## src/hdl/spf_pkg.sv

```systemverilog
// Shared types and constants for the serial port with receive and transmit FIFOs.
// Holds the transaction structs, request codes, window offsets and state encoding.
// No dependencies; every other file of the block but spf_ram imports this package.
package spf_pkg;

  // FIFO geometry: a ring of FIFO_DEPTH entries holds FIFO_DEPTH-1 bytes.
  localparam int unsigned FIFO_DEPTH = 64;
  localparam int unsigned PTR_W      = $clog2(FIFO_DEPTH);

  // Status values.
  localparam logic [7:0] ERR_FLAG = 8'h80;
  localparam logic [7:0] CNT_MAX  = 8'hFF;

  // Register window offsets that carry data.
  localparam logic [3:0] WIN_RX_ERR = 4'd0;
  localparam logic [3:0] WIN_RX_CNT = 4'd3;
  localparam logic [3:0] WIN_RX_DAT = 4'd7;
  localparam logic [3:0] WIN_TX_ERR = 4'd8;
  localparam logic [3:0] WIN_TX_CNT = 4'd11;
  localparam logic [3:0] WIN_TX_DAT = 4'd15;

  // Largest bus access in bytes.
  localparam logic [3:0] ACC_MAX = 4'd8;

  // Configuration register indexes.
  localparam int unsigned CFG_IDX_W  = 1;
  localparam int unsigned CFG_DATA_W = 6;
  localparam logic [CFG_IDX_W-1:0] CFG_IRQ_DISABLE = 1'b0;

  // Request codes.
  typedef enum logic [1:0] {
    REQ_READ    = 2'd0,
    REQ_WRITE   = 2'd1,
    REQ_LINE_RX = 2'd2,
    REQ_DRAIN   = 2'd3
  } req_t;

  // One input transaction.
  typedef struct packed {
    req_t       req_type;
    logic [3:0] offset;
    logic [3:0] access_size;
    logic [7:0] write_byte;
    logic [7:0] rx_byte;
  } in_t;

  // One result transaction.
  typedef struct packed {
    logic [63:0] read_data;
    logic        tx_valid;
    logic [7:0]  tx_byte;
    logic        irq_raise;
  } out_t;

  // Controller states.
  typedef enum logic [1:0] {
    ST_IDLE,
    ST_FETCH,
    ST_APPLY
  } state_t;

  // Commands from the controller to the datapath.
  typedef struct packed {
    logic capture;
    logic apply;
  } cmd_t;

endpackage

```

## src/hdl/spf_ram.sv

```systemverilog
// Generic single-write, single-read RAM with a registered read port.
// Used for both FIFO stores; no dependencies.
module spf_ram #(
  parameter int unsigned WIDTH = 8,
  parameter int unsigned DEPTH = 64
) (
  input  logic                     clk,
  input  logic                     we,
  input  logic [$clog2(DEPTH)-1:0] waddr,
  input  logic [WIDTH-1:0]         wdata,
  input  logic [$clog2(DEPTH)-1:0] raddr,
  output logic [WIDTH-1:0]         rdata
);

  logic [WIDTH-1:0] mem [DEPTH];
  logic [WIDTH-1:0] rdata_r;

  // Write port and registered read port.
  always_ff @(posedge clk) begin
    if (we) begin
      mem[waddr] <= wdata;
    end
    rdata_r <= mem[raddr];
  end

  assign rdata = rdata_r;

endmodule

```

## src/hdl/spf_ctrl.sv

```systemverilog
// Controller state machine: sequences one transaction through fetch and apply.
// Depends on spf_pkg for the state encoding and the command struct.
module spf_ctrl
  import spf_pkg::*;
(
  input  logic clk,
  input  logic rst_n,
  input  logic start,
  output logic busy,
  output cmd_t cmd
);

  state_t state_r, state_nxt;

  // State register.
  always_ff @(posedge clk) begin
    if (!rst_n) begin
      state_r <= ST_IDLE;
    end else begin
      state_r <= state_nxt;
    end
  end

  // Next state: fetch waits for the registered FIFO head read, then the update is applied.
  always_comb begin
    state_nxt = state_r;
    case (state_r)
      ST_IDLE: begin
        if (start) begin
          state_nxt = ST_FETCH;
        end
      end
      ST_FETCH: state_nxt = ST_APPLY;
      ST_APPLY: state_nxt = ST_IDLE;
      default:  state_nxt = ST_IDLE;
    endcase
  end

  // Outputs.
  always_comb begin
    busy        = 1'b1;
    cmd.capture = 1'b0;
    cmd.apply   = 1'b0;
    case (state_r)
      ST_IDLE: begin
        busy        = 1'b0;
        cmd.capture = start;
      end
      ST_FETCH: begin
      end
      ST_APPLY: begin
        cmd.apply = 1'b1;
      end
      default: begin
        busy = 1'b0;
      end
    endcase
  end

endmodule

```

## src/hdl/spf_datapath.sv

```systemverilog
// Datapath: FIFO pointers and stores, status registers, window read and result.
// Depends on spf_pkg and instantiates spf_ram for both FIFO stores.
module spf_datapath
  import spf_pkg::*;
(
  input  logic                  clk,
  input  logic                  rst_n,
  input  cmd_t                  cmd,
  input  in_t                   in_data,
  input  logic                  cfg_we,
  input  logic [CFG_IDX_W-1:0]  cfg_index,
  input  logic [CFG_DATA_W-1:0] cfg_data,
  output logic                  out_valid,
  output out_t                  out_data
);

  // Captured request.
  in_t req_r;

  // Ring pointers.
  logic [PTR_W-1:0] rx_head_r, rx_head_nxt, rx_tail_r, rx_tail_nxt;
  logic [PTR_W-1:0] tx_head_r, tx_head_nxt, tx_tail_r, tx_tail_nxt;

  // Status registers.
  logic [7:0] rx_err_r, rx_err_nxt, rx_cnt_r, rx_cnt_nxt, rx_dat_r, rx_dat_nxt;
  logic [7:0] tx_err_r, tx_err_nxt, tx_cnt_r, tx_cnt_nxt, tx_dat_r, tx_dat_nxt;
  logic       irq_armed_r, irq_armed_nxt;
  logic       irq_dis_r;

  // Result registers.
  logic out_valid_r;
  out_t out_r, out_nxt;

  // Store ports.
  logic       rx_we, tx_we;
  logic [7:0] rx_rdata, tx_rdata;

  // Decoded access.
  logic [3:0] size_c;
  logic [4:0] end_w;
  logic       cov_rx_cnt, cov_rx_dat, cov_tx_dat;
  logic       rx_empty, rx_full, tx_empty, tx_full;
  logic [7:0] w_err, w_cnt, w_dat, w_cnt_inc;
  logic [7:0] rx_cnt_inc, tx_cnt_inc;
  logic [63:0] rd_data;

  function automatic logic [PTR_W-1:0] ptr_next(input logic [PTR_W-1:0] p);
    logic [PTR_W-1:0] r;
    if (p == PTR_W'(FIFO_DEPTH - 1)) begin
      r = '0;
    end else begin
      r = p + PTR_W'(1);
    end
    return r;
  endfunction

  function automatic logic [7:0] sat_inc(input logic [7:0] v);
    logic [7:0] r;
    r = (v == CNT_MAX) ? v : v + 8'd1;
    return r;
  endfunction

  // Byte of the register window at a five-bit index; past the window reads zero.
  function automatic logic [7:0] win_byte(
    input logic [4:0] idx,
    input logic [7:0] e, input logic [7:0] c, input logic [7:0] d,
    input logic [7:0] te, input logic [7:0] tc, input logic [7:0] td
  );
    logic [7:0] r;
    r = 8'd0;
    if (idx == {1'b0, WIN_RX_ERR}) r = e;
    if (idx == {1'b0, WIN_RX_CNT}) r = c;
    if (idx == {1'b0, WIN_RX_DAT}) r = d;
    if (idx == {1'b0, WIN_TX_ERR}) r = te;
    if (idx == {1'b0, WIN_TX_CNT}) r = tc;
    if (idx == {1'b0, WIN_TX_DAT}) r = td;
    return r;
  endfunction

  // FIFO stores, read continuously at their heads.
  spf_ram #(.WIDTH(8), .DEPTH(FIFO_DEPTH)) u_rx_ram (
    .clk   (clk),
    .we    (rx_we),
    .waddr (rx_tail_r),
    .wdata (req_r.rx_byte),
    .raddr (rx_head_r),
    .rdata (rx_rdata)
  );

  spf_ram #(.WIDTH(8), .DEPTH(FIFO_DEPTH)) u_tx_ram (
    .clk   (clk),
    .we    (tx_we),
    .waddr (tx_tail_r),
    .wdata (req_r.write_byte),
    .raddr (tx_head_r),
    .rdata (tx_rdata)
  );

  // Access decode: clamp the size, find which data bytes it covers, flag FIFO empty and full.
  always_comb begin
    size_c     = (req_r.access_size > ACC_MAX) ? ACC_MAX : req_r.access_size;
    end_w      = {1'b0, req_r.offset} + {1'b0, size_c};
    cov_rx_cnt = (size_c != 4'd0) && (req_r.offset <= WIN_RX_CNT)
                 && (end_w > {1'b0, WIN_RX_CNT});
    cov_rx_dat = (size_c != 4'd0) && (req_r.offset <= WIN_RX_DAT)
                 && (end_w > {1'b0, WIN_RX_DAT});
    cov_tx_dat = (size_c != 4'd0) && (end_w > {1'b0, WIN_TX_DAT});
    rx_empty   = (rx_head_r == rx_tail_r);
    rx_full    = (ptr_next(rx_tail_r) == rx_head_r);
    tx_empty   = (tx_head_r == tx_tail_r);
    tx_full    = (ptr_next(tx_tail_r) == tx_head_r);
    rx_cnt_inc = sat_inc(rx_cnt_r);
    tx_cnt_inc = sat_inc(tx_cnt_r);
    w_cnt_inc  = sat_inc(rx_cnt_r);
  end

  // Read window bytes 0, 3 and 7 as this read leaves them.
  always_comb begin
    w_err = rx_err_r;
    w_cnt = rx_cnt_r;
    w_dat = rx_dat_r;
    if (cov_rx_dat && !rx_empty) begin
      w_cnt = w_cnt_inc;
      w_dat = rx_rdata;
      if (w_cnt_inc > 8'd1) begin
        w_err = ERR_FLAG;
      end
    end
  end

  // Assemble read data, the first byte most significant.
  always_comb begin
    logic [4:0] idx;
    logic [2:0] pos;
    rd_data = '0;
    for (int j = 0; j < 8; j++) begin
      idx = {1'b0, req_r.offset} + 5'(j);
      pos = 3'(size_c - 4'(j) - 4'd1);
      if (4'(j) < size_c) begin
        rd_data[{pos, 3'b000} +: 8] = win_byte(idx, w_err, w_cnt, w_dat,
                                               tx_err_r, tx_cnt_r, tx_dat_r);
      end
    end
  end

  // State update for the transaction in apply.
  always_comb begin
    rx_head_nxt   = rx_head_r;
    rx_tail_nxt   = rx_tail_r;
    tx_head_nxt   = tx_head_r;
    tx_tail_nxt   = tx_tail_r;
    rx_err_nxt    = rx_err_r;
    rx_cnt_nxt    = rx_cnt_r;
    rx_dat_nxt    = rx_dat_r;
    tx_err_nxt    = tx_err_r;
    tx_cnt_nxt    = tx_cnt_r;
    tx_dat_nxt    = tx_dat_r;
    irq_armed_nxt = irq_armed_r;
    rx_we         = 1'b0;
    tx_we         = 1'b0;
    out_nxt       = '0;
    if (cmd.apply) begin
      case (req_r.req_type)
        REQ_READ: begin
          out_nxt.read_data = rd_data;
          if (cov_rx_dat) begin
            if (!rx_empty) begin
              rx_head_nxt = ptr_next(rx_head_r);
            end
            rx_err_nxt = 8'd0;
            rx_cnt_nxt = 8'd0;
            rx_dat_nxt = 8'd0;
          end
          if (cov_rx_cnt && (w_cnt == 8'd0)) begin
            irq_armed_nxt = 1'b1;
          end
        end
        REQ_WRITE: begin
          if (cov_tx_dat) begin
            if (tx_full) begin
              tx_dat_nxt = req_r.write_byte;
              tx_err_nxt = ERR_FLAG;
              tx_cnt_nxt = tx_cnt_inc;
            end else begin
              tx_we       = 1'b1;
              tx_tail_nxt = ptr_next(tx_tail_r);
              tx_err_nxt  = 8'd0;
              tx_cnt_nxt  = 8'd0;
              tx_dat_nxt  = 8'd0;
            end
          end
        end
        REQ_LINE_RX: begin
          // On overflow the oldest byte moves into the live registers.
          if (rx_full) begin
            rx_dat_nxt  = rx_rdata;
            rx_head_nxt = ptr_next(rx_head_r);
            rx_cnt_nxt  = rx_cnt_inc;
            if (rx_cnt_inc > 8'd1) begin
              rx_err_nxt = ERR_FLAG;
            end
          end
          if (irq_armed_r && !irq_dis_r && rx_empty) begin
            irq_armed_nxt     = 1'b0;
            out_nxt.irq_raise = 1'b1;
          end
          rx_we       = 1'b1;
          rx_tail_nxt = ptr_next(rx_tail_r);
        end
        REQ_DRAIN: begin
          if (!tx_empty) begin
            out_nxt.tx_valid = 1'b1;
            out_nxt.tx_byte  = tx_rdata;
            tx_head_nxt      = ptr_next(tx_head_r);
          end
        end
        default: begin
        end
      endcase
    end
  end

  // Control and status registers.
  always_ff @(posedge clk) begin
    if (!rst_n) begin
      rx_head_r   <= '0;
      rx_tail_r   <= '0;
      tx_head_r   <= '0;
      tx_tail_r   <= '0;
      rx_err_r    <= '0;
      rx_cnt_r    <= '0;
      rx_dat_r    <= '0;
      tx_err_r    <= '0;
      tx_cnt_r    <= '0;
      tx_dat_r    <= '0;
      irq_armed_r <= 1'b0;
      irq_dis_r   <= 1'b0;
      out_valid_r <= 1'b0;
    end else begin
      rx_head_r   <= rx_head_nxt;
      rx_tail_r   <= rx_tail_nxt;
      tx_head_r   <= tx_head_nxt;
      tx_tail_r   <= tx_tail_nxt;
      rx_err_r    <= rx_err_nxt;
      rx_cnt_r    <= rx_cnt_nxt;
      rx_dat_r    <= rx_dat_nxt;
      tx_err_r    <= tx_err_nxt;
      tx_cnt_r    <= tx_cnt_nxt;
      tx_dat_r    <= tx_dat_nxt;
      irq_armed_r <= irq_armed_nxt;
      out_valid_r <= cmd.apply;
      // The interrupt number is routed by the interrupt fabric; only the
      // disable bit changes behavior inside this block.
      if (cfg_we) begin
        case (cfg_index)
          CFG_IRQ_DISABLE: irq_dis_r <= cfg_data[0];
          default: begin
          end
        endcase
      end
    end
  end

  // Payload registers.
  always_ff @(posedge clk) begin
    if (cmd.capture) begin
      req_r <= in_data;
    end
    if (cmd.apply) begin
      out_r <= out_nxt;
    end
  end

  assign out_valid = out_valid_r;
  assign out_data  = out_r;

endmodule

```

## src/hdl/serial_port_with_fifos.sv

```systemverilog
// Top level of the serial port with receive and transmit FIFOs.
// Depends on spf_pkg, spf_ctrl, spf_datapath and spf_ram.
//
// Usage:
//   Input channel: a transaction is taken at a clock edge where start is high
//   and busy is low. in_data carries the request type (bus read, bus write,
//   line byte received, transmitter drain), the window offset and access
//   size, the write byte and the received line byte.
//   Result channel: every transaction yields one result, shown on out_data
//   for exactly one cycle while out_valid is high. The receiver cannot stall.
//   Configuration port: cfg_we writes cfg_data to register cfg_index at once
//   (0: read interrupt disable; 1: read interrupt number, ignored here).
//   Write only while the block is idle.
// Timing: an accepted transaction passes the fetch and apply states and its
//   result strobe is registered from apply; a new transaction can be taken in
//   the cycle the result is shown, not before. The fetch state waits for the
//   registered read of the FIFO stores before the update is applied.
// Reset: rst_n low clears pointers, status registers, the interrupt arm and
//   the configuration; the FIFOs come up empty and the store contents are
//   not cleared.
module serial_port_with_fifos
  import spf_pkg::*;
(
  input  logic                  clk,
  input  logic                  rst_n,
  input  logic                  start,
  output logic                  busy,
  input  in_t                   in_data,
  output logic                  out_valid,
  output out_t                  out_data,
  input  logic                  cfg_we,
  input  logic [CFG_IDX_W-1:0]  cfg_index,
  input  logic [CFG_DATA_W-1:0] cfg_data
);

  cmd_t cmd;

  // Sequencer.
  spf_ctrl u_ctrl (
    .clk   (clk),
    .rst_n (rst_n),
    .start (start),
    .busy  (busy),
    .cmd   (cmd)
  );

  // FIFOs, status registers and result.
  spf_datapath u_dp (
    .clk       (clk),
    .rst_n     (rst_n),
    .cmd       (cmd),
    .in_data   (in_data),
    .cfg_we    (cfg_we),
    .cfg_index (cfg_index),
    .cfg_data  (cfg_data),
    .out_valid (out_valid),
    .out_data  (out_data)
  );

endmodule

```

## config.mk

```make
export PLATFORM = sky130hd
export DESIGN_NAME = serial_port_with_fifos
export DESIGN_NICKNAME = d
export VERILOG_FILES = /design/src/hdl/spf_pkg.sv /design/src/hdl/spf_ram.sv /design/src/hdl/spf_ctrl.sv /design/src/hdl/spf_datapath.sv /design/src/hdl/serial_port_with_fifos.sv
export SDC_FILE = /design/constraint.sdc
export NUM_CORES = 2
export LEC_CHECK = 0
export ABC_CLOCK_PERIOD_IN_PS = 6300
export BUFFER_PORTS_ARGS = -buffer_cell sky130_fd_sc_hd__buf_2
export CAP_MARGIN = 25
export CORE_AREA = 5 5 339 341
export CTS_CLUSTER_SIZE = 40
export DETAILED_ROUTE_END_ITERATION = 10
export DIE_AREA = 0 0 344 346
export PLACE_DENSITY = 0.65
export REMOVE_ABC_BUFFERS = 1
export SLEW_MARGIN = 20
export SYNTH_ARGS = -nofsm -noshare
export SYNTH_HDL_FRONTEND = slang
export SYNTH_SLANG_ARGS = --single-unit
```

## constraint.sdc

```tcl
create_clock -name clk -period 6.3 [get_ports clk]
set_input_delay 0.63 -clock clk [delete_from_list [all_inputs] [get_ports clk]]
set_output_delay 0.63 -clock clk [all_outputs]
set_load 0.02 [all_outputs]
```

==> reports/qor.yml <==
clock_tree:
  ctsLongestPathBuffers: 3
  post_cts_buffers: 0
  clk_latency_ns: 0.73
  htree_levels: 3
  holdBufCountCts: 0
  cts_tree: "built"
  cts.sinks: 1210
  cts_made_buffers: 120
  cts_resized: 0
  root_buffer: "clkbuf_16"
  path_clk_slew_ns: 0.07
yosys:
  postSynthCellCount: 3689
  synth_ff_type: "edfxtp_1"
  synth_cell_types: 90
  async_reset_ff_share_pct: 0
  syn_area_per_cell_um2: 14.96
  netlist_area_um2: 55170
  synth_edf_count: 1124
  ys_seq_area_share_pct: 64.30
  yosysWarnings: 0
  synth-seq-cells: 1210
timing:
  max_freq_mhz: 188.9
  fin_crit_sh_pct: 84.03
  setup_tns_ns: 0
  fin_crit_ns: 5.294
  worstMarginPinSlew_ns: 1.247
  fin_skew_ns: 0.04736
  slew_headroom_pct: 16.29
  hold_ws_ns: 0.08662
  setup_viol: 0
  drv_slew: 0
  rsz0062_at_grt: "no"
  hold_viol_final: 0
cells_and_area:
  fillers: 8822
  drive_gt1_share_pct: 21.29
  layout.cells.non_filler: 5441
  area_delta_synth_final_pct: 12.51
  nets: 3908
floorplanning:
  io-pin-count: 113
  start_util_pct: 49.45
  die_h_um: 346
  die_w_um: 344
  row_count: 123
  core_area_um2: 111600
  die-area_um2: 119000
critical_path:
  crit_path_max_incr_delay_ns: 0.54
  cp_max_fo: 14
  worst-path-buf-inv: 3
  critPathTopFamily: "compound AO/OA/AOI/OAI gates"
  crit_path_end_kind: "flip-flop"
  slowest_stage: "o21ai_1"
  required_ns: 6.70
  path_class: "flip-flop to flip-flop"
  crit_chain: "nand2b_1, inv_2, fa_1, nand3b_1, o211ai_1, a21o_1, nor2_4, buf_4, o21ai_1, buf_4, o22a_1, nand3_1, a221o_1, nor4_1, a221oi_1"
  crit_path_frequent_cell: "buf_4"
  start_kind: "flip-flop"
  arrival_ns: 5.69
grt:
  grt_overflow_total: 0
  antenna_found_initial: 7
  grt_pass1_wl_um: 255900
  grt_start_max_net_pins: 93
  grtUsageTotal_pct: 29.52
  first_global_vias: 35485
power_and_ir_drop:
  fin_total_pwr_mw: 18.01
  power_density_nw_per_um2: 290.1
  vdd_drop_max_uv: 246.3
  leakagePower_nw: 18.97
drt:
  drtAntennaViolNets: 0
  postRouteWirelength_um: 178600
  drc_errors: 0
  first_iter_violations: 4808
  dr.pass1.iters: 6
  route.vias.total: 36673
  via_per_inst: 6.740
  routedWlPerCell_um: 32.83
flow_run:
  drv_cap: 0
place:
  dp.cells: 5203
  routabilityCongestion: 1.049
  place_hpwl_um: 120000
  io_buffers: 107
worst_hold_path:
  min_path_type: "primary input to flip-flop"
outcome:
  status: "finished clean"
-- report_power, final --
group	total [mW]	switching [mW]	internal [mW]
Combinational	1.63	1.25	0.377
Clock	7.39	3.07	4.32
Sequential	9.00	0.0432	8.95
-- state kept, by name (all words and copies together) (netlist names), 26 cells and up --
register	count
u_dp.out_data	74
u_dp.req_r	26
u_dp.u_rx_ram.mem	512
u_dp.u_tx_ram.mem	512
-- Yosys cell counts, types with 11 or more instances --
library cell | number | area, um^2
mux2i_1 | 14 | 140.1
nor3_1 | 70 | 350.3
nand4_1 | 18 | 112.6
dfxtp_1 | 86 | 1722
o221ai_1 | 57 | 499.2
a221o_1 | 15 | 150.1
nand2_1 | 255 | 957.2
o21ai_1 | 22 | 110.1
a211oi_1 | 23 | 172.7
ha_1 | 41 | 513.0
o22ai_1 | 60 | 375.4
a221oi_1 | 24 | 210.2
buf_1 | 46 | 172.7
nand3_1 | 90 | 450.4
o21ai_0 | 123 | 615.6
or2_2 | 14 | 87.58
a21o_1 | 11 | 82.58
nor4_1 | 17 | 106.4
xnor2_1 | 17 | 148.9
and2_1 | 51 | 319.1
nand2b_1 | 29 | 181.4
o31ai_1 | 19 | 142.6
or3_1 | 27 | 168.9
a21oi_1 | 155 | 775.7
o211ai_1 | 21 | 157.7
inv_1 | 32 | 120.1
a22oi_1 | 24 | 180.2
xor2_1 | 29 | 254.0
o32ai_1 | 13 | 113.9
edfxtp_1 | 1124 | 33750
nor2_1 | 326 | 1224
clkbuf_1 | 180 | 675.7
nor2b_1 | 27 | 168.9
or4_1 | 12 | 90.09
and3_1 | 30 | 187.7
a31oi_1 | 54 | 337.8
mux4_2 | 336 | 7567
-- metal layers --
layer  vias up  GRT usage [%]  share of wire, %
li1      15232              -                 -
met1     18751          42.46                40
met2      2147          43.44                44
met3       539          6.804               9.9
met4         4          13.22               5.4
met5         -              0             0.018
-- cell families after synthesis --
logic type | share of synthesized area, %
AOI/OAI and AO/OA | 9.412
xor gates and xnor gates | 0.7302
adders and majority gates | 0.9661
buffers and inverters | 1.989
DFF | 64.30
muxes | 14.10
and+or+nand+nor | 8.502
-- path summary, 6_finish.rpt --
kind	cells past startpoint	slack, ns	end	from
setup / recovery	15	1.01	u_dp.out_data[15]	u_dp.req_r[17]
hold / removal	1	0.09	u_dp.req_r[13]	in_data[13]
setup reg to reg	15	1.01	u_dp.out_data[15]	u_dp.req_r[17]
hold reg to reg	2	0.45	u_dp.rx_dat_r[2]	u_dp.rx_dat_r[2]
-- cell type report --
class                           count  area [um^2]  share of cell area [%]
Tap cell                         1500         1877                   3.024
Inverter                           35        131.4                  0.2117
Timing Repair Buffer              260         1777                   2.862
Antenna cell                        5        12.51                 0.02016
Sequential cell                  1210        35490                   57.18
Clock buffer                      149         3206                   5.164
Clock inverter                     80        922.1                   1.486
Multi-Input combinational cell   2202        18650                   30.05
-- metrics by stage --
stage	area, um^2	setup WS (ns)	util [%]
floorplan	54200	-2.254	-
global placement	57770	0.9234	51.78
detailed placement	57860	1.181	51.86
CTS	61990	1.141	55.56
global route	62060	0.8635	55.62
finish	62070	1.006	55.63
-- cell usage in the layout (no fill, tap or decap), types with 40 or more instances in the layout --
cell type	n
a21oi_1	155
a31oi_1	54
and2_1	50
buf_2	108
buf_4	145
clkbuf_16	123
dfxtp_1	78
edfxtp_1	1124
ha_1	40
mux4_2	336
nand2_1	255
nand3_1	90
nor2_1	326
nor3_1	68
o21ai_0	123
o221ai_1	57
o22ai_1	60
Power figures use the tool's default switching activity.
